`config.mk`:
```
export PLATFORM = sky130hd
export DESIGN_NAME = bptc_front
export DESIGN_NICKNAME = d
export VERILOG_FILES = /design/src/hdl/bptc_pkg.sv /design/src/hdl/bptc_front.sv
export SDC_FILE = /design/constraint.sdc
export NUM_CORES = 1
export LEC_CHECK = 0
export BUFFER_PORTS_ARGS = -buffer_cell sky130_fd_sc_hd__buf_2
export CORE_UTILIZATION = 30
export DETAILED_ROUTE_END_ITERATION = 8
export PLACE_DENSITY = 0.52
export SYNTH_ARGS = -nofsm -noshare
export SYNTH_HDL_FRONTEND = slang
export SYNTH_SLANG_ARGS = --single-unit
```
`constraint.sdc`:
```
create_clock -name vclk -period 19.45
set_clock_uncertainty 0.15 [all_clocks]
set_input_delay 0.9725 -clock vclk [all_inputs]
set_output_delay 0.9725 -clock vclk [all_outputs]
set_load 0.01 [all_outputs]
```
`src/hdl/bptc_pkg.sv`:
```
// Types, constants and helper functions of the pressure/temperature compensation block.
// Depends on nothing; imported by every module of the block.
package bptc_pkg;

  localparam int unsigned DW   = 32;
  localparam int unsigned UP_W = 19;

  // Configuration register indexes
  typedef enum logic [2:0] {
    REG_OSS     = 3'd0,
    REG_AC1_AC2 = 3'd1,
    REG_AC3_AC4 = 3'd2,
    REG_AC5_AC6 = 3'd3,
    REG_B1_B2   = 3'd4,
    REG_MC_MD   = 3'd5
  } reg_index_t;

  localparam logic [1:0]    OSS_RESET   = 2'd1;
  localparam logic [31:0]   TEMP_OFFSET = 32'd4000;
  localparam logic [31:0]   B4_OFFSET   = 32'd32768;
  localparam logic [31:0]   P_SCALE     = 32'd50000;
  localparam logic [31:0]   SIGN_BIT    = 32'h8000_0000;
  localparam logic [31:0]   C_3038      = 32'd3038;
  localparam logic [31:0]   C_M7357     = 32'hFFFF_E343;
  localparam logic [31:0]   C_3791      = 32'd3791;
  localparam logic [31:0]   P_MAX       = 32'd262143;
  localparam logic [31:0]   T_MAX       = 32'sd32767;
  localparam logic [31:0]   T_MIN       = 32'hFFFF_8000;

  typedef struct packed {
    logic [15:0] raw_temperature;
    logic [7:0]  pressure_high_byte;
    logic [7:0]  pressure_mid_byte;
    logic [7:0]  pressure_low_byte;
  } in_item_t;

  typedef struct packed {
    logic signed [15:0] temperature_tenths;
    logic [17:0]        pressure_pascal;
    logic               divide_error;
  } out_item_t;

  typedef struct packed {
    logic [1:0]  oss;
    logic [31:0] ac1_ac2;
    logic [31:0] ac3_ac4;
    logic [31:0] ac5_ac6;
    logic [31:0] b1_b2;
    logic [31:0] mc_md;
  } cal_regs_t;

  // Word handed from the front to the back through the queue
  typedef struct packed {
    logic [UP_W-1:0] up;
    logic [31:0]     x1;
  } fe_item_t;

  function automatic logic [31:0] asr32(input logic [31:0] v, input int unsigned n);
    asr32 = $unsigned($signed(v) >>> n);
  endfunction

  function automatic logic [31:0] sext16(input logic [15:0] v);
    sext16 = {{16{v[15]}}, v};
  endfunction

  function automatic logic [31:0] zext16(input logic [15:0] v);
    zext16 = {16'd0, v};
  endfunction

endpackage

```
`src/hdl/bptc_front.sv`:
```
// Front part: accepts raw readings, builds the pressure word and the first temperature term.
// Depends on bptc_pkg; feeds bptc_queue.
module bptc_front import bptc_pkg::*; (
  input  logic      in_valid,
  input  in_item_t  in_data,
  input  cal_regs_t cal,
  input  logic      q_full,
  output logic      in_stall,
  output logic      push,
  output fe_item_t  push_item
);

  logic [23:0] raw24;
  logic [23:0] up24;
  logic [31:0] diff;
  logic [31:0] prod;

  // Stall on a full queue only
  assign in_stall = q_full;
  assign push     = in_valid && !q_full;

  // Assemble and align the pressure word
  assign raw24 = {in_data.pressure_high_byte, in_data.pressure_mid_byte,
                  in_data.pressure_low_byte};
  always_comb begin
    unique case (cal.oss)
      2'd0:    up24 = raw24 >> 8;
      2'd1:    up24 = raw24 >> 7;
      2'd2:    up24 = raw24 >> 6;
      default: up24 = raw24 >> 5;
    endcase
  end

  // X1 = ((UT - AC6) * AC5) >> 15
  assign diff = zext16(in_data.raw_temperature) - zext16(cal.ac5_ac6[15:0]);
  assign prod = diff * zext16(cal.ac5_ac6[31:16]);

  assign push_item.up = up24[UP_W-1:0];
  assign push_item.x1 = asr32(prod, 15);

endmodule

```
==> reports/results.ini, run 1 <==
[route]
viasPerCell = 4.45
ant_nets = 0
firstDrtPassIters = 6
wl_per_cell_um = 14.3
drt_iter0_drc = 269
vias = 7822
finalWirelength_um = 25200
drcViolationCount = 3

[worst_setup_path]
crit_start = in_data[24]
crit_required_ps = 18330
cp.arrival_ps = 10040
endpoint_kind = primary output
cp_max_fo = 16
path_class = in2out
cp_slowest_stage_delay_ps = 750
start_kind = input pin
crit_top_cell = fa_1
slowest_stage = xnor2_1

[die]
rows = 69
die_area_um2 = 37400
initial_utilization = 0.307
core-area_um2 = 35800
ioPinCount = 257
die_y_um = 193
die_w_um = 193

[placed_design]
portBuffers = 124
dp_cells = 1759
gp_congestion = 0.775
dp.final_hpwl_um = 20900

[logic_synthesis]
yosysSeqAreaShare = 0
yosysTopAreaCellShare = 0.475
syn-cell-area_um2 = 11000
yosys_warnings = 0
yosysTopAreaCell = fa_1
synthDistinctLibCells = 53
synth_top_family_by_area = adder cells
synthAdderAreaFrac = 0.588
synthXorXnorAreaFrac = 0.0379
synth-simple-area-share = 0.156
yosys-mux-area-fraction = 0.0338
postSynthAreaPerCell_um2 = 9.00
synth_fp_nets = 1782
synth_compound_area_frac = 0.0468
synth_area_leaders = fa_1, inv_1, ha_1, and2_1, nand2_1
netlist_instances = 1221

[finish]
num-clock-buffers = 0
ff_latch_area_um2 = 0
final_util = 0.336
area_delta_synth_final_pct = 9.46
diodes = 0
drive_gt1_frac = 0.129
nFlopsAndLatches = 0
layout.cells.non_filler = 1759
nNetsFinal = 1861

[timing]
worst_slew_pin_slew_ps = 1020
setup_tns_ps = 0
rsz0062_at_grt = no
setup_violations = 0
min_period_ps = 11160
max_freq_mhz = 89.6
final_hold_viol_count = 0
worst_hold_slack_ps = 1990
fin_crit_sh = 0.574
maxSlewViolCount = 0
maxSlewHeadroom = 0.316

[job]
drv_cap = 0

[clock_network]
postCtsHoldBufs = 0
cts_resized = 0
post-cts-setup-buffers = 0

[hold_path]
whs_path_depth = 2
hp-start = q_full
holdCritPathClass = in2out
hold-path-endpoint = in_stall

[global_routing]
antenna_found_initial = 0
grt_pass1_wl_um = 44200
gr-total-overflow = 0
grt_pass1_vias = 8677
grt_start_max_net_pins = 22
track_usage = 0.144

[run_status]
status = finished with violations
violations = DRC

final cells by class:
| class | instances | area (µm²) |
|---|---|---|
| fill | 3738 | 23800 |
| timing repair buffer | 135 | 703 |
| tap | 461 | 577 |
| multi-input combinational | 837 | 9530 |
| inverter | 326 | 1220 |
synth_stat cells (all sizes together) (2+ instances only):
library cell  count
a211oi            4
a21boi            2
a21o              4
a21oi            21
a31oi             2
and2            106
and3              4
and3b             3
buf              18
clkbuf           40
fa              261
ha               96
inv             326
maj3              4
mux2i             9
mux4             12
nand2           150
nand2b           13
nand3             5
nor2             18
nor2b            28
nor3              4
o21a              6
o21ai            17
o21bai            3
o311ai            3
xnor2            31
xor2             14
critical path: cells and delay by family:
| kind | cells | cell delay, ps |
|---|---|---|
| compound gates | 9 | 2520 |
| xor+xnor | 3 | 1370 |
| fa+ha+maj | 8 | 3620 |
| buf+inv | 6 | 590 |
| simple gates | 5 | 940 |
placed cells by master (no fill, tap or decap), types with 14 or more instances in the layout:
master,count
nand2_1,150
fa_1,261
nor2_1,18
and2_1,106
ha_1,96
o21ai_0,15
xnor2_1,26
xor2_1,14
nor2b_1,28
a21oi_1,19
buf_2,124
inv_1,326
per-stage QoR:
step | setup WS [ps] | area [µm²]
floorplan | 9540 | 11000
global placement | 8180 | 12000
detailed placement | 8190 | 12000
CTS | 8170 | 12000
global route | 7620 | 12000
finish | 8290 | 12000
per-layer routing:
metal  routed length, µm  global-route usage  share of wire  vias to the layer above
met5                   0                   0              0                        -
met4                 240              0.0127         0.0095                        0
met3                 547            0.000872          0.022                       12
met2               12900               0.266           0.51                      119
met1               11500               0.196           0.46                     3979
li1                    -                   -              -                     3712
how the worst max path moves through the flow:
stage / end / slack [ps] / cells after the start
6_report: push_item[17] / 8290 / 31
2_1_floorplan: push_item[17] / 9540 / 31
3_5_place_dp: push_item[27] / 8190 / 31
4_1_cts: push_item[17] / 8170 / 31
5_1_grt: push_item[26] / 7620 / 31
3_3_place_gp: push_item[28] / 8180 / 31
cell families after synthesis:
logic type / count (synthesis)
AOI/OAI and AO/OA: 70
buffers and inverters: 384
muxes: 22
and+or+nand+nor: 338
adders and majority gates: 361
xor gates and xnor gates: 46
Power of run 1 is left out: the tool's default activity adds up to more than one toggle a clock period on the data nets, which glitch-free logic cannot reach.
==> inputs of run 2 (changes only) <==
==> constraint.sdc (replaced) <==
create_clock -name vclk -period 10.55
set_clock_uncertainty 0.15 [all_clocks]
set_input_delay 0.5275 -clock vclk [all_inputs]
set_output_delay 0.5275 -clock vclk [all_outputs]
set_load 0.01 [all_outputs]
==> run 2 against run 1 <==
Compared with the run above:
- the run still ends with DRC left
- critical path type unchanged
- via count is 0.86% higher
- hold slack worse by 890 ps
- first-iteration DRC count is 11% higher
- highest routed layer unchanged
==> reports/results.ini, run 2 (synthesis results as in run 1) <==
[run_status]
status = finished with violations
violations = DRC

[route]
finalWirelength_um = 25600
vias = 7889
ant_nets = 0
firstDrtPassIters = 8
viasPerCell = 4.47
wl_per_cell_um = 14.5
drcViolationCount = 2
drt_iter0_drc = 298

[finish]
area_delta_synth_final_pct = 9.65
ff_latch_area_um2 = 0
diodes = 0
nFlopsAndLatches = 0
num-clock-buffers = 0
layout_commonest_cell = inv_1
nNetsFinal = 1867
final_cell_mix = inv_1, fa_1, nand2_1
drive_gt1_frac = 0.131
nFillCells = 3727
postLayoutCellArea_um2 = 12100

[placed_design]
place_ws_ps = 506
gp_congestion = 0.772
place_area_um2 = 12000
dp.final_hpwl_um = 21400
portBuffers = 124

[worst_setup_path]
slowest_stage = fa_1
endpoint_kind = primary output
cp_max_fo = 16
crit_top_cell = fa_1
start_kind = input pin
path_class = in2out
crit_required_ps = 9870
cp.arrival_ps = 9070
cp_slowest_stage_delay_ps = 770

[timing]
max_freq_mhz = 103
rsz0062_at_grt = no
maxSlewHeadroom = 0.314
worst_hold_slack_ps = 1100
worst_slew_pin_slew_ps = 1020
maxSlewViolCount = 0
final_hold_viol_count = 0
fin_ws_ps = 804
setup_tns_ps = 0
min_period_ps = 9750
setup_violations = 0
fin_crit_sh = 0.924

[die]
rows = 69
ioPinCount = 257
initial_utilization = 0.307
core-area_um2 = 35800
die_y_um = 193
die_area_um2 = 37400
die_w_um = 193

[hold_path]
holdCritPathClass = in2out
whs_path_depth = 2

[global_routing]
grt_start_max_net_pins = 22
antenna_found_initial = 1
grt_pass1_vias = 8650
grt_pass1_wl_um = 43900
gr-total-overflow = 0
track_usage = 0.145

[clock_network]
post-cts-setup-buffers = 0

[job]
drv_cap = 0

==> run 2: worst paths after layout <==
| path | from | end | slack (ps) |
|---|---|---|---|
| setup / recovery | in_data[24] | push_item[19] | 800 |
| hold / removal | q_full | in_stall | 1100 |
==> run 2: final cells by class <==
| type | instances | area [µm²] | share of cell area |
|---|---|---|---|
| Multi-Input combinational cell | 837 | 9500 | 0.788 |
| Timing Repair Buffer | 141 | 748 | 0.0621 |
| Inverter | 326 | 1220 | 0.102 |
| Tap cell | 461 | 577 | 0.0479 |
==> run 2: worst max-delay path, delay by kind of cell <==
| family | cells | cell delay (ps) |
|---|---|---|
| fa+ha+maj | 9 | 4170 |
| xor+xnor | 1 | 420 |
| simple gates | 5 | 850 |
| compound gates | 10 | 2510 |
| buf+inv | 6 | 580 |
==> run 2: metal layers <==
metal | vias to the layer above | global-route usage | wire length (µm)
li1 | 3720 | - | -
met1 | 4052 | 0.195 | 11800
met2 | 105 | 0.268 | 13000
met3 | 12 | 0.00401 | 552
met4 | 0 | 0.0110 | 198
met5 | - | 0 | 0
==> run 2: repair_timing <==
item	in CTS	in global routing
hold buffers	0	0
setup endpoints to repair	0	16
resized for setup	0	1
==> run 2: metrics by stage <==
stage / util / cells
floorplan: - / 1221
global placement: 0.336 / 1765
detailed placement: 0.336 / 1765
CTS: 0.336 / 1765
global route: 0.336 / 1765
finish: 0.336 / 1765
Power of run 2 is left out for the same reason.
==> inputs of run 3 (changes only) <==
--- a/config.mk
+++ b/config.mk
@@ -6,9 +6,11 @@
 export NUM_CORES = 1
 export LEC_CHECK = 0
 export BUFFER_PORTS_ARGS = -buffer_cell sky130_fd_sc_hd__buf_2
+export CELL_PAD_IN_SITES_DETAIL_PLACEMENT = 1
+export CELL_PAD_IN_SITES_GLOBAL_PLACEMENT = 2
 export CORE_UTILIZATION = 30
 export DETAILED_ROUTE_END_ITERATION = 8
-export PLACE_DENSITY = 0.52
+export PLACE_DENSITY = 0.77
 export SYNTH_ARGS = -nofsm -noshare
 export SYNTH_HDL_FRONTEND = slang
 export SYNTH_SLANG_ARGS = --single-unit
==> run 3 against run 2 <==
Compared with the run above:
- final cell count shrank 0.11%
- hold slack improved by 2.0 ps
- wire length grew 9.0%
- core utilization is essentially flat
- the flow still finishes with violations (DRC)
- highest routed layer unchanged
==> reports/results.ini, run 3 (synthesis results as in run 1) <==
[run_status]
status = finished with violations
violations = DRC

[route]
vias = 8011
wl_per_cell_um = 15.8
drcViolationCount = 2
firstDrtPassIters = 8
ant_nets = 0
viasPerCell = 4.54
finalWirelength_um = 27900
drt_iter0_drc = 237

[die]
rows = 69
core-area_um2 = 35800
ioPinCount = 257
die_w_um = 193
initial_utilization = 0.307
die_area_um2 = 37400
die_y_um = 193

[finish]
nNetsFinal = 1865
ff_latch_area_um2 = 0
area_delta_synth_final_pct = 9.67
nFillCells = 4193
num-clock-buffers = 0
nFlopsAndLatches = 0
final_cell_mix = inv_1, fa_1, nand2_1
layout_commonest_cell = inv_1
diodes = 0
drive_gt1_frac = 0.131

[timing]
maxSlewViolCount = 0
max_freq_mhz = 101
min_period_ps = 9860
setup_violations = 0
maxSlewHeadroom = 0.256
setup_tns_ps = 0
final_hold_viol_count = 0
rsz0062_at_grt = no
fin_crit_sh = 0.935
worst_slew_pin_slew_ps = 1110

[clock_network]
postCtsHoldBufs = 0

[global_routing]
gr-total-overflow = 0
grt_pass1_vias = 9322
track_usage = 0.159
grt_start_max_net_pins = 22
antenna_found_initial = 0
grt_pass1_wl_um = 48100

[worst_setup_path]
path_class = in2out
critPathBufInv = 6
cp_max_fo = 16
critPathTopFamily = adder cells
cp_slowest_stage_delay_ps = 850
crit_cells = 31
crit_required_ps = 9870
endpoint_kind = primary output
start_kind = input pin
slowest_stage = fa_1
crit_top_cell = fa_1
cp.arrival_ps = 9180

[job]
drv_cap = 0

[placed_design]
dp.final_hpwl_um = 24300
gp_congestion = 0.788
portBuffers = 124

[hold_path]
whs_path_depth = 2
holdCritPathClass = in2out

==> run 3: changes by cell type in the layout (fill, tap and decap cells not counted) <==
cell     before  now
a21oi_2       1    0
xnor3_2       0    1
xnor3_1       1    0
buf_4        17   15
xnor2_1      29   28
a21oi_4       0    1
xnor2_2       2    3
==> run 3: final timing paths <==
check	startpoint	endpoint	slack, ps
max	in_data[24]	push_item[22]	690
min	q_full	in_stall	1110
==> run 3: metrics by stage <==
step	utilization	area, µm²	cells	setup WS, ps	hold WS, ps
finish	0.336	12100	1763	688	1110
global route	0.336	12100	1763	58.4	1120
CTS	0.336	12000	1763	335	1110
detailed placement	0.336	12000	1763	373	1110
global placement	0.336	12000	1763	505	1100
floorplan	-	11000	1221	1530	951
==> run 3: layout make-up <==
type,count,area [µm²],area share
tap,461,577,0.0479
timing repair buffer,139,733,0.0608
inverter,326,1220,0.102
multi-input combinational,837,9520,0.790
==> run 3: timing repair <==
item	4_1_cts	5_1_grt
endpoints found under the setup margin	0	16
endpoints found under the hold margin	0	0
setup buffers	0	0
gates resized for setup	0	3
==> run 3: routing by layer <==
layer / share of wire / global-route usage
met5: 0 / 0
met4: 0.0050 / 0.00830
met3: 0.017 / 0.00139
met2: 0.54 / 0.314
met1: 0.44 / 0.202
Power of run 3 is left out for the same reason.
