**src/hdl/bptc_pkg.sv**
```systemverilog
// Types, constants and helper functions of the pressure/temperature compensation block.
// Depends on nothing; imported by every module of the block.
package bptc_pkg;

  localparam int unsigned DW   = 32;
  localparam int unsigned UP_W = 19;

  // Configuration register indexes
  typedef enum logic [2:0] {
    REG_OSS     = 3'd0,
    REG_AC1_AC2 = 3'd1,
    REG_AC3_AC4 = 3'd2,
    REG_AC5_AC6 = 3'd3,
    REG_B1_B2   = 3'd4,
    REG_MC_MD   = 3'd5
  } reg_index_t;

  localparam logic [1:0]    OSS_RESET   = 2'd1;
  localparam logic [31:0]   TEMP_OFFSET = 32'd4000;
  localparam logic [31:0]   B4_OFFSET   = 32'd32768;
  localparam logic [31:0]   P_SCALE     = 32'd50000;
  localparam logic [31:0]   SIGN_BIT    = 32'h8000_0000;
  localparam logic [31:0]   C_3038      = 32'd3038;
  localparam logic [31:0]   C_M7357     = 32'hFFFF_E343;
  localparam logic [31:0]   C_3791      = 32'd3791;
  localparam logic [31:0]   P_MAX       = 32'd262143;
  localparam logic [31:0]   T_MAX       = 32'sd32767;
  localparam logic [31:0]   T_MIN       = 32'hFFFF_8000;

  typedef struct packed {
    logic [15:0] raw_temperature;
    logic [7:0]  pressure_high_byte;
    logic [7:0]  pressure_mid_byte;
    logic [7:0]  pressure_low_byte;
  } in_item_t;

  typedef struct packed {
    logic signed [15:0] temperature_tenths;
    logic [17:0]        pressure_pascal;
    logic               divide_error;
  } out_item_t;

  typedef struct packed {
    logic [1:0]  oss;
    logic [31:0] ac1_ac2;
    logic [31:0] ac3_ac4;
    logic [31:0] ac5_ac6;
    logic [31:0] b1_b2;
    logic [31:0] mc_md;
  } cal_regs_t;

  // Word handed from the front to the back through the queue
  typedef struct packed {
    logic [UP_W-1:0] up;
    logic [31:0]     x1;
  } fe_item_t;

  function automatic logic [31:0] asr32(input logic [31:0] v, input int unsigned n);
    asr32 = $unsigned($signed(v) >>> n);
  endfunction

  function automatic logic [31:0] sext16(input logic [15:0] v);
    sext16 = {{16{v[15]}}, v};
  endfunction

  function automatic logic [31:0] zext16(input logic [15:0] v);
    zext16 = {16'd0, v};
  endfunction

endpackage

```
**src/hdl/bptc_queue.sv**
```systemverilog
// Short queue between the front and the back parts.
// Depends on bptc_pkg for the item type.
module bptc_queue import bptc_pkg::*; #(
  parameter int unsigned DEPTH = 4
) (
  input  logic     clk,
  input  logic     rst,
  input  logic     push,
  input  fe_item_t push_item,
  input  logic     pop,
  output fe_item_t pop_item,
  output logic     empty,
  output logic     full
);

  localparam int unsigned PW = (DEPTH > 1) ? $clog2(DEPTH) : 1;
  localparam int unsigned CW = $clog2(DEPTH + 1);
  localparam logic [PW-1:0] LAST = PW'(DEPTH - 1);
  localparam logic [CW-1:0] FULL_CNT = CW'(DEPTH);

  fe_item_t      mem [DEPTH];
  logic [PW-1:0] wptr;
  logic [PW-1:0] rptr;
  logic [CW-1:0] count;
  logic          do_push;
  logic          do_pop;

  assign empty    = (count == '0);
  assign full     = (count == FULL_CNT);
  assign do_push  = push && !full;
  assign do_pop   = pop && !empty;
  assign pop_item = mem[rptr];

  // Advance pointers and count
  always_ff @(posedge clk) begin
    if (rst) begin
      wptr  <= '0;
      rptr  <= '0;
      count <= '0;
    end else begin
      if (do_push) wptr <= (wptr == LAST) ? '0 : wptr + 1'b1;
      if (do_pop)  rptr <= (rptr == LAST) ? '0 : rptr + 1'b1;
      if (do_push && !do_pop)      count <= count + 1'b1;
      else if (do_pop && !do_push) count <= count - 1'b1;
    end
  end

  // Store a word
  always_ff @(posedge clk) begin
    if (do_push) mem[wptr] <= push_item;
  end

endmodule

```
**config.mk**
```make
export PLATFORM = sky130hd
export DESIGN_NAME = bptc_queue
export DESIGN_NICKNAME = d
export VERILOG_FILES = /design/src/hdl/bptc_pkg.sv /design/src/hdl/bptc_queue.sv
export SDC_FILE = /design/constraint.sdc
export NUM_CORES = 1
export LEC_CHECK = 0
export BUFFER_PORTS_ARGS = -buffer_cell sky130_fd_sc_hd__buf_2
export CORE_MARGIN = 4
export CORE_UTILIZATION = 61
export CTS_CLUSTER_DIAMETER = 80
export DETAILED_ROUTE_END_ITERATION = 8
export PLACE_DENSITY_LB_ADDON = 0.3
export SLEW_MARGIN = 30
export SYNTH_ARGS = -nofsm -noshare
export SYNTH_HDL_FRONTEND = slang
export SYNTH_SLANG_ARGS = --single-unit
```
**constraint.sdc**
```tcl
create_clock -name clk -period 5 [get_ports clk]
set_input_delay 0.5 -clock clk [delete_from_list [all_inputs] [get_ports clk]]
set_output_delay 0.5 -clock clk [all_outputs]
set_load 0.01 [all_outputs]
```
==> metrics.txt, run 1 <==
Mapped Area=7839 um^2; switching power total=0.001139 W; Synth Area in Simple Gates=1.197%; clk_skew=5.799 ps; slew at the pin closest to its max-slew limit=773.1 ps; Post-Synthesis Cells=317; Net Sw Frac=24.66%; critical path class=flip-flop to output pin; ratio of final minimum period to clock period=54.57%; H-tree depth=1; initial core utilization=62.12%; grt total ovfl=0; IO Count=108; min cycle time layout=2728 ps; Logic pwr share=19.3%; CP Capture Type=output pin; R2R depth=9; antenna violations before repair=2; Hold Slack=235.1 ps; Design Power=0.004618 W; I/O Buffers=107; Yosys cell types=26; Static Leakage=3.136 nW; final wirelength=13280 um; Max Root-Sink Buffers=3; post-synthesis sequential area ratio=80.45%; gr usage total=18.76%; Yosys reg bits=213; largest net degree at the start of global routing=52; RSZ-0062 raised after global routing=no; synth top area cells=edfxtp_1 (78%), mux4_2 (15%), dfxtp_1 (2.3%); non-filler cells in the finished layout=623; total placed cells including tap cells=588; Peak VDD IR=0.4276 mV; Core Rows=41; worst-path fanout max=28; postcts setup bufs=0; syn avg cell area=24.73 um^2; setup total negative slack=0 ps; worst path arrival time=2230 ps; largest family of logic cells by synthesized area=multiplexers; Detail Route Antenna Nets=0; Synth Area in Compound Gates=0.6385%; CTS tree=yes; Cell Pwr Density=501.6 nW/um^2; crit path to=pop_item[20]; first drt pass iteration count=4; die extent in x=121.4 um; first-pass GRT wire length=20930 um; Max Fclk=366.5 MHz; Synth top area share=78.15%; Vias=3534; Area growth, synth to finish=17.46%; hold_sp=push_item[48]; post-synthesis adder-cell area fraction=1.213%; commonest cells after routing, fill and taps aside=edfxtp_1 (204), buf_2 (107), mux4_2 (51); final HPWL from detailed placement=7764 um; Fin. Hold Viols=0; Post-Place Setup Slack=2533 ps; vias in the first global route=3835; worst min path class=primary input to flip-flop; part of the power in registers=49.1%; clk slew on worst S/H paths=60 ps; xor/xnor cell area share of the yosys netlist=0.2235%; DRC viols=0; post-synthesis mux area share=14.91%; leading area contributor after synthesis=edfxtp_1; Synthesis Warnings=0; Setup violations, final=0; most common cell after layout, fill and taps aside=edfxtp_1; Die H=121.4 um; outcome=finished clean; multi-input logic area=1425 um^2; Fill cells=725; r2r endpoint=count[2]; CP Data Required Time=4500 ps; Clk Latency, worst-skew pair=470 ps; final slew viol count=0; Slew HR=48.46%; CTS Root Cell=clkbuf_16; clock power share=31.5%; DR WL/cell=21.32 um; syn_nets=379; core area=12620 um^2; worst setup margin=2272 ps; crit path launch type=flip-flop; Final GP Congestion=0.7236; Post-CTS Resized=0; CTS Hold Bufs=0; Sequential Area=6311 um^2; iteration-0 DRC count of the detailed router=258; die footprint=14730 um^2; max cap viols=0; reg2reg setup slack=2500 ps; nets@finish=500; worst flop-to-flop path startpoint=count[0]; Sink Count=213; Via density=5.673; internal power=0.003479 W; share of cells above drive strength 1=45.11%; CTS buffer count=20
==> Yosys cell counts <==
cell        n
mux2i_1     2
nand2_1     1
or3_2       1
nor2_2      1
nand3_1     2
clkinv_4    1
and3_2      4
a21oi_1     3
or3b_1      1
clkbuf_1    4
fa_1        1
nor2_1      3
o21ai_1     1
edfxtp_1  204
buf_2       4
buf_4       5
dfxtp_1     9
ha_1        6
o31ai_2     2
buf_6       1
nor3_1      2
xor2_1      2
inv_1       4
mux4_2     51
or3_1       1
o21ai_0     1
==> cell families after synthesis <==
kind of cell	Yosys count
AOI/OAI and AO/OA	7
xor gates and xnor gates	2
adders and majority gates	7
buffers and inverters	19
DFF	213
muxes	53
and+or+nand+nor	16
==> sequential cells by signal (all words and copies together), names as in the netlist, named ones only <==
name,count
mem,204
count,3
rptr,2
wptr,2
==> worst min path at each step <==
stage                             to  slack [ps]  depth (start not counted)
after global routing      mem[1][15]         220                          1
after detailed placement   flip-flop         490                          2
after global placement     flip-flop         470                          2
after CTS                 mem[2][15]         220                          1
after floorplan            flip-flop         460                          2
final                     mem[2][48]         240                          1
==> through the flow <==
| stage | util, % | instance area, um^2 |
|---|---|---|
| 2_1_floorplan | - | 7839 |
| 3_3_place_gp | 67.74 | 8548 |
| 3_5_place_dp | 67.90 | 8568 |
| 4_1_cts | 72.94 | 9205 |
| 5_1_grt | 72.96 | 9208 |
| 6_report | 72.96 | 9208 |
==> power by group through the flow <==
stage               clock network (W)  registers (W)  logic [W]
floorplan                           0        0.00223   0.000645
global placement                    0        0.00234   0.000846
detailed placement                  0        0.00231   0.000912
CTS                           0.00149        0.00228   0.000915
global route                  0.00157        0.00229   0.000968
finish                        0.00146        0.00227   0.000893
==> layer usage <==
layer / routed length (um) / GRT usage, % / vias up
li1: - / - / 1582
met1: 5427 / 25.69 / 1830
met2: 6827 / 31.57 / 101
met3: 842 / 4.242 / 19
met4: 176 / 4.062 / 2
met5: 7 / 0 / -
==> cell type report <==
type | instances | share of cell area [%]
Antenna cell | 1 | 0.02718
Clock buffer | 25 | 5.870
Clock inverter | 9 | 1.046
Inverter | 5 | 0.2582
Multi-Input combinational cell | 85 | 15.48
Sequential cell | 213 | 68.54
Tap cell | 172 | 2.337
Timing Repair Buffer | 113 | 6.441
==> worst max-delay path: stages (launching register included) <==
cell	delay, ps
dfxtp_4	720
buf_12	310
mux4_2	550
buf_2	160
No activity file was read; power rests on OpenSTA's default activity.
==> run 2: changes to the inputs <==
--- a/config.mk
+++ b/config.mk
@@ -5,9 +5,10 @@
 export SDC_FILE = /design/constraint.sdc
 export NUM_CORES = 1
 export LEC_CHECK = 0
+export ABC_AREA = 1
 export BUFFER_PORTS_ARGS = -buffer_cell sky130_fd_sc_hd__buf_2
 export CORE_MARGIN = 4
-export CORE_UTILIZATION = 61
+export CORE_UTILIZATION = 51
 export CTS_CLUSTER_DIAMETER = 80
 export DETAILED_ROUTE_END_ITERATION = 8
 export PLACE_DENSITY_LB_ADDON = 0.3
==> constraint.sdc (replaced) <==
create_clock -name clk -period 2.2 [get_ports clk]
set_input_delay 0.22 -clock clk [delete_from_list [all_inputs] [get_ports clk]]
set_output_delay 0.22 -clock clk [all_outputs]
set_load 0.01 [all_outputs]
==> metrics.txt, run 2 <==
outcome=finished clean; I/O Buffers=107 (unchanged); number of diodes=0 (-1); H-tree depth=1 (unchanged); crit path launch type=flip-flop; ratio of final minimum period to clock period=96.35%; most instantiated library cell after synthesis=edfxtp_1; gr usage total=18.86% (+0.098 points); min cycle time layout=2120 ps; clk slew on worst S/H paths=60 ps (about the same); Core Rows=45 (+9.8%); Static Leakage=3.666 nW (+17%); Vias=5141 (+45%); WHS Endpoint=wptr[1]; Mapped Area=8094 um^2 (+3.3%); RSZ-0062 raised after global routing=no; CTS buffer count=22 (+10%); slew at the pin closest to its max-slew limit=432.0 ps (-341.1 ps); Max Fclk=471.8 MHz; vias in the first global route=5329 (+39%); largest net degree at the start of global routing=103 (+98%); post-synthesis sequential area ratio=77.91% (-2.5 points); core area=15370 um^2 (+22%); critical path class=flip-flop to output pin; Cell Pwr Density=1202 nW/um^2 (+140%); final slew viol count=0 (unchanged); worst flop-to-flop path startpoint=count[0]; Fin. Hold Viols=0 (unchanged); Design Area, Final=10160 um^2 (+10%); R2R depth=13 (+4); antenna violations before repair=0 (-2); prevailing post-synth register cell=edfxtp_1; Via density=5.361 (-5.5%); most common cell after layout, fill and taps aside=edfxtp_1; most frequent cells after synthesis=edfxtp_1 (204), nor2_1 (119), o21ai_1 (60), o22ai_1 (51), o21ai_0 (43); max reg flops=204 (unchanged); syn avg cell area=14.35 um^2 (-42%); Post-synth ARST share=0% (unchanged); hold_sp=push; worst setup margin=80.28 ps (-2191 ps); worst min path class=primary input to flip-flop; share of cells above drive strength 1=21.66% (-23 points); initial core utilization=52.66% (-9.5 points); DP Area=8899 um^2 (+3.9%); Design Power=0.01221 W (+160%); Sink Count=213 (unchanged); first drt pass iteration count=4 (unchanged); postcts setup bufs=0 (unchanged); Yosys reg bits=213 (unchanged); synth top area cells=edfxtp_1 (76%), nor2_1 (5.5%), o22ai_1 (3.9%); Final GP Congestion=0.7922 (+9.5%); Synthesis Warnings=0 (unchanged); Die H=134.0 um (+10%); Area growth, synth to finish=25.51%; Slew HR=71.20% (+23 points); grt total ovfl=0 (unchanged); first-pass GRT wire length=27180 um (+30%); Post-synth EDFFs=204 (unchanged); worst path arrival time=1900 ps (-330 ps); Regs by FF count=mem x204, count x3; max cap viols=0 (unchanged); setup total negative slack=0 ps (unchanged); Peak VDD IR=0.8016 mV (+87%); IO Count=108 (unchanged); Clk Latency, worst-skew pair=490 ps (+20 ps); syn_nets=626 (+65%); die footprint=17950 um^2 (+22%); Hold Slack=26.88 ps (-208.2 ps); Top reg by flops=mem; Worst Hold Depth=3 (+2); commonest cells after routing, fill and taps aside=edfxtp_1 (204), nor2_1 (115), buf_2 (107); DR WL/cell=17.56 um (-18%); die extent in x=134.0 um (+10%); final wirelength=16840 um (+27%); Post-Place Setup Slack=367.0 ps (-2166 ps); CP Data Required Time=1980 ps (-2520 ps); r2r endpoint=count[2]; CTS tree=yes; worst-path fanout max=102 (+260%); Yosys cell types=21 (-19%); iteration-0 DRC count of the detailed router=398 (+54%); Post-Synthesis Cells=564 (+78%); CP Capture Type=output pin; DRC viols=0 (unchanged); final HPWL from detailed placement=9529 um (+23%); Detail Route Antenna Nets=0 (unchanged); Synth top area share=75.68% (-2.5 points); CTS Root Cell=clkbuf_16; Setup violations, final=0 (unchanged); reg2reg setup slack=340 ps (-2160 ps); clk_skew=7.943 ps (+2.144 ps); Max Root-Sink Buffers=3 (unchanged); leading area contributor after synthesis=edfxtp_1; nets@finish=794 (+59%)
[run 2: cell types whose count changed after synthesis, moves of 12 or more]
cell	delta
o21ai_1	+59
inv_1	+12
o22ai_1	+51
nand2_1	+13
o21ai_0	+42
buf_6	+12
nor2_1	+116
mux4_2	-51
[run 2: cell families (layout without fill, tap and decap cells)]
family / Yosys count / count (layout) / share of synthesized area, %
buf+inv: 50 / 234 / 3.880
compound gates: 156 / 156 / 10.43
fa+ha+maj: 7 / 7 / 1.175
xor+xnor: 1 / 1 / 0.1082
simple gates: 137 / 137 / 6.492
flops: 213 / 213 / 77.91
[run 2: layout make-up]
type | count | area, um^2
Tap cell | 211 | 264.0
Timing Repair Buffer | 176 | 1271
Sequential cell | 213 | 6311
Multi-Input combinational cell | 301 | 1504
Inverter | 18 | 71.32
Clock buffer | 32 | 619.3
Fill cell | 1104 | 5213
Clock inverter | 8 | 117.6
[run 2: critical path, cell delays in order, from the launching register on]
cell     delay [ps]
dfxtp_4         370
buf_12          380
o21ai_0         160
o22ai_1         300
buf_2           200
[run 2: repair_timing]
action | CTS | global route
hold buffers | 52 | 0
resized for setup | 0 | 2
setup endpoints to repair | 0 | 20
endpoints found under the hold margin | 205 | 0
[run 2: power by group]
group / total (W) / switching, W / internal (W)
Combinational: 0.00341 / 0.00218 / 0.00123
Sequential: 0.00508 / 0.000132 / 0.00495
Clock: 0.00372 / 0.00141 / 0.00231
Total: 0.0122 / 0.00373 / 0.00848
[run 2: how the worst max path moves through the flow]
stage	startpoint	end	slack [ps]	depth (start not counted)
5_1_grt	flip-flop	pop_item[33]	20	4
2_1_floorplan	count[0]	mem[0][0]	-290	4
3_3_place_gp	count[1]	count[2]	490	12
3_5_place_dp	count[0]	count[2]	370	13
4_1_cts	flip-flop	pop_item[45]	50	5
6_report	flip-flop	pop_item[33]	80	4
[run 2: routing by layer]
metal  track usage (%)  part of all wire (%)
met1             25.48                    44
met2             31.89                    48
met3             3.826                   6.3
met4             4.400                   1.7
met5                 0                     0
[run 2: through the flow]
| stage | utilization [%] | std cells |
|---|---|---|
| 6_report | 66.09 | 959 |
| 5_1_grt | 66.09 | 959 |
| 4_1_cts | 66.07 | 959 |
| 3_5_place_dp | 57.89 | 867 |
| 3_3_place_gp | 57.89 | 867 |
| 2_1_floorplan | - | 564 |
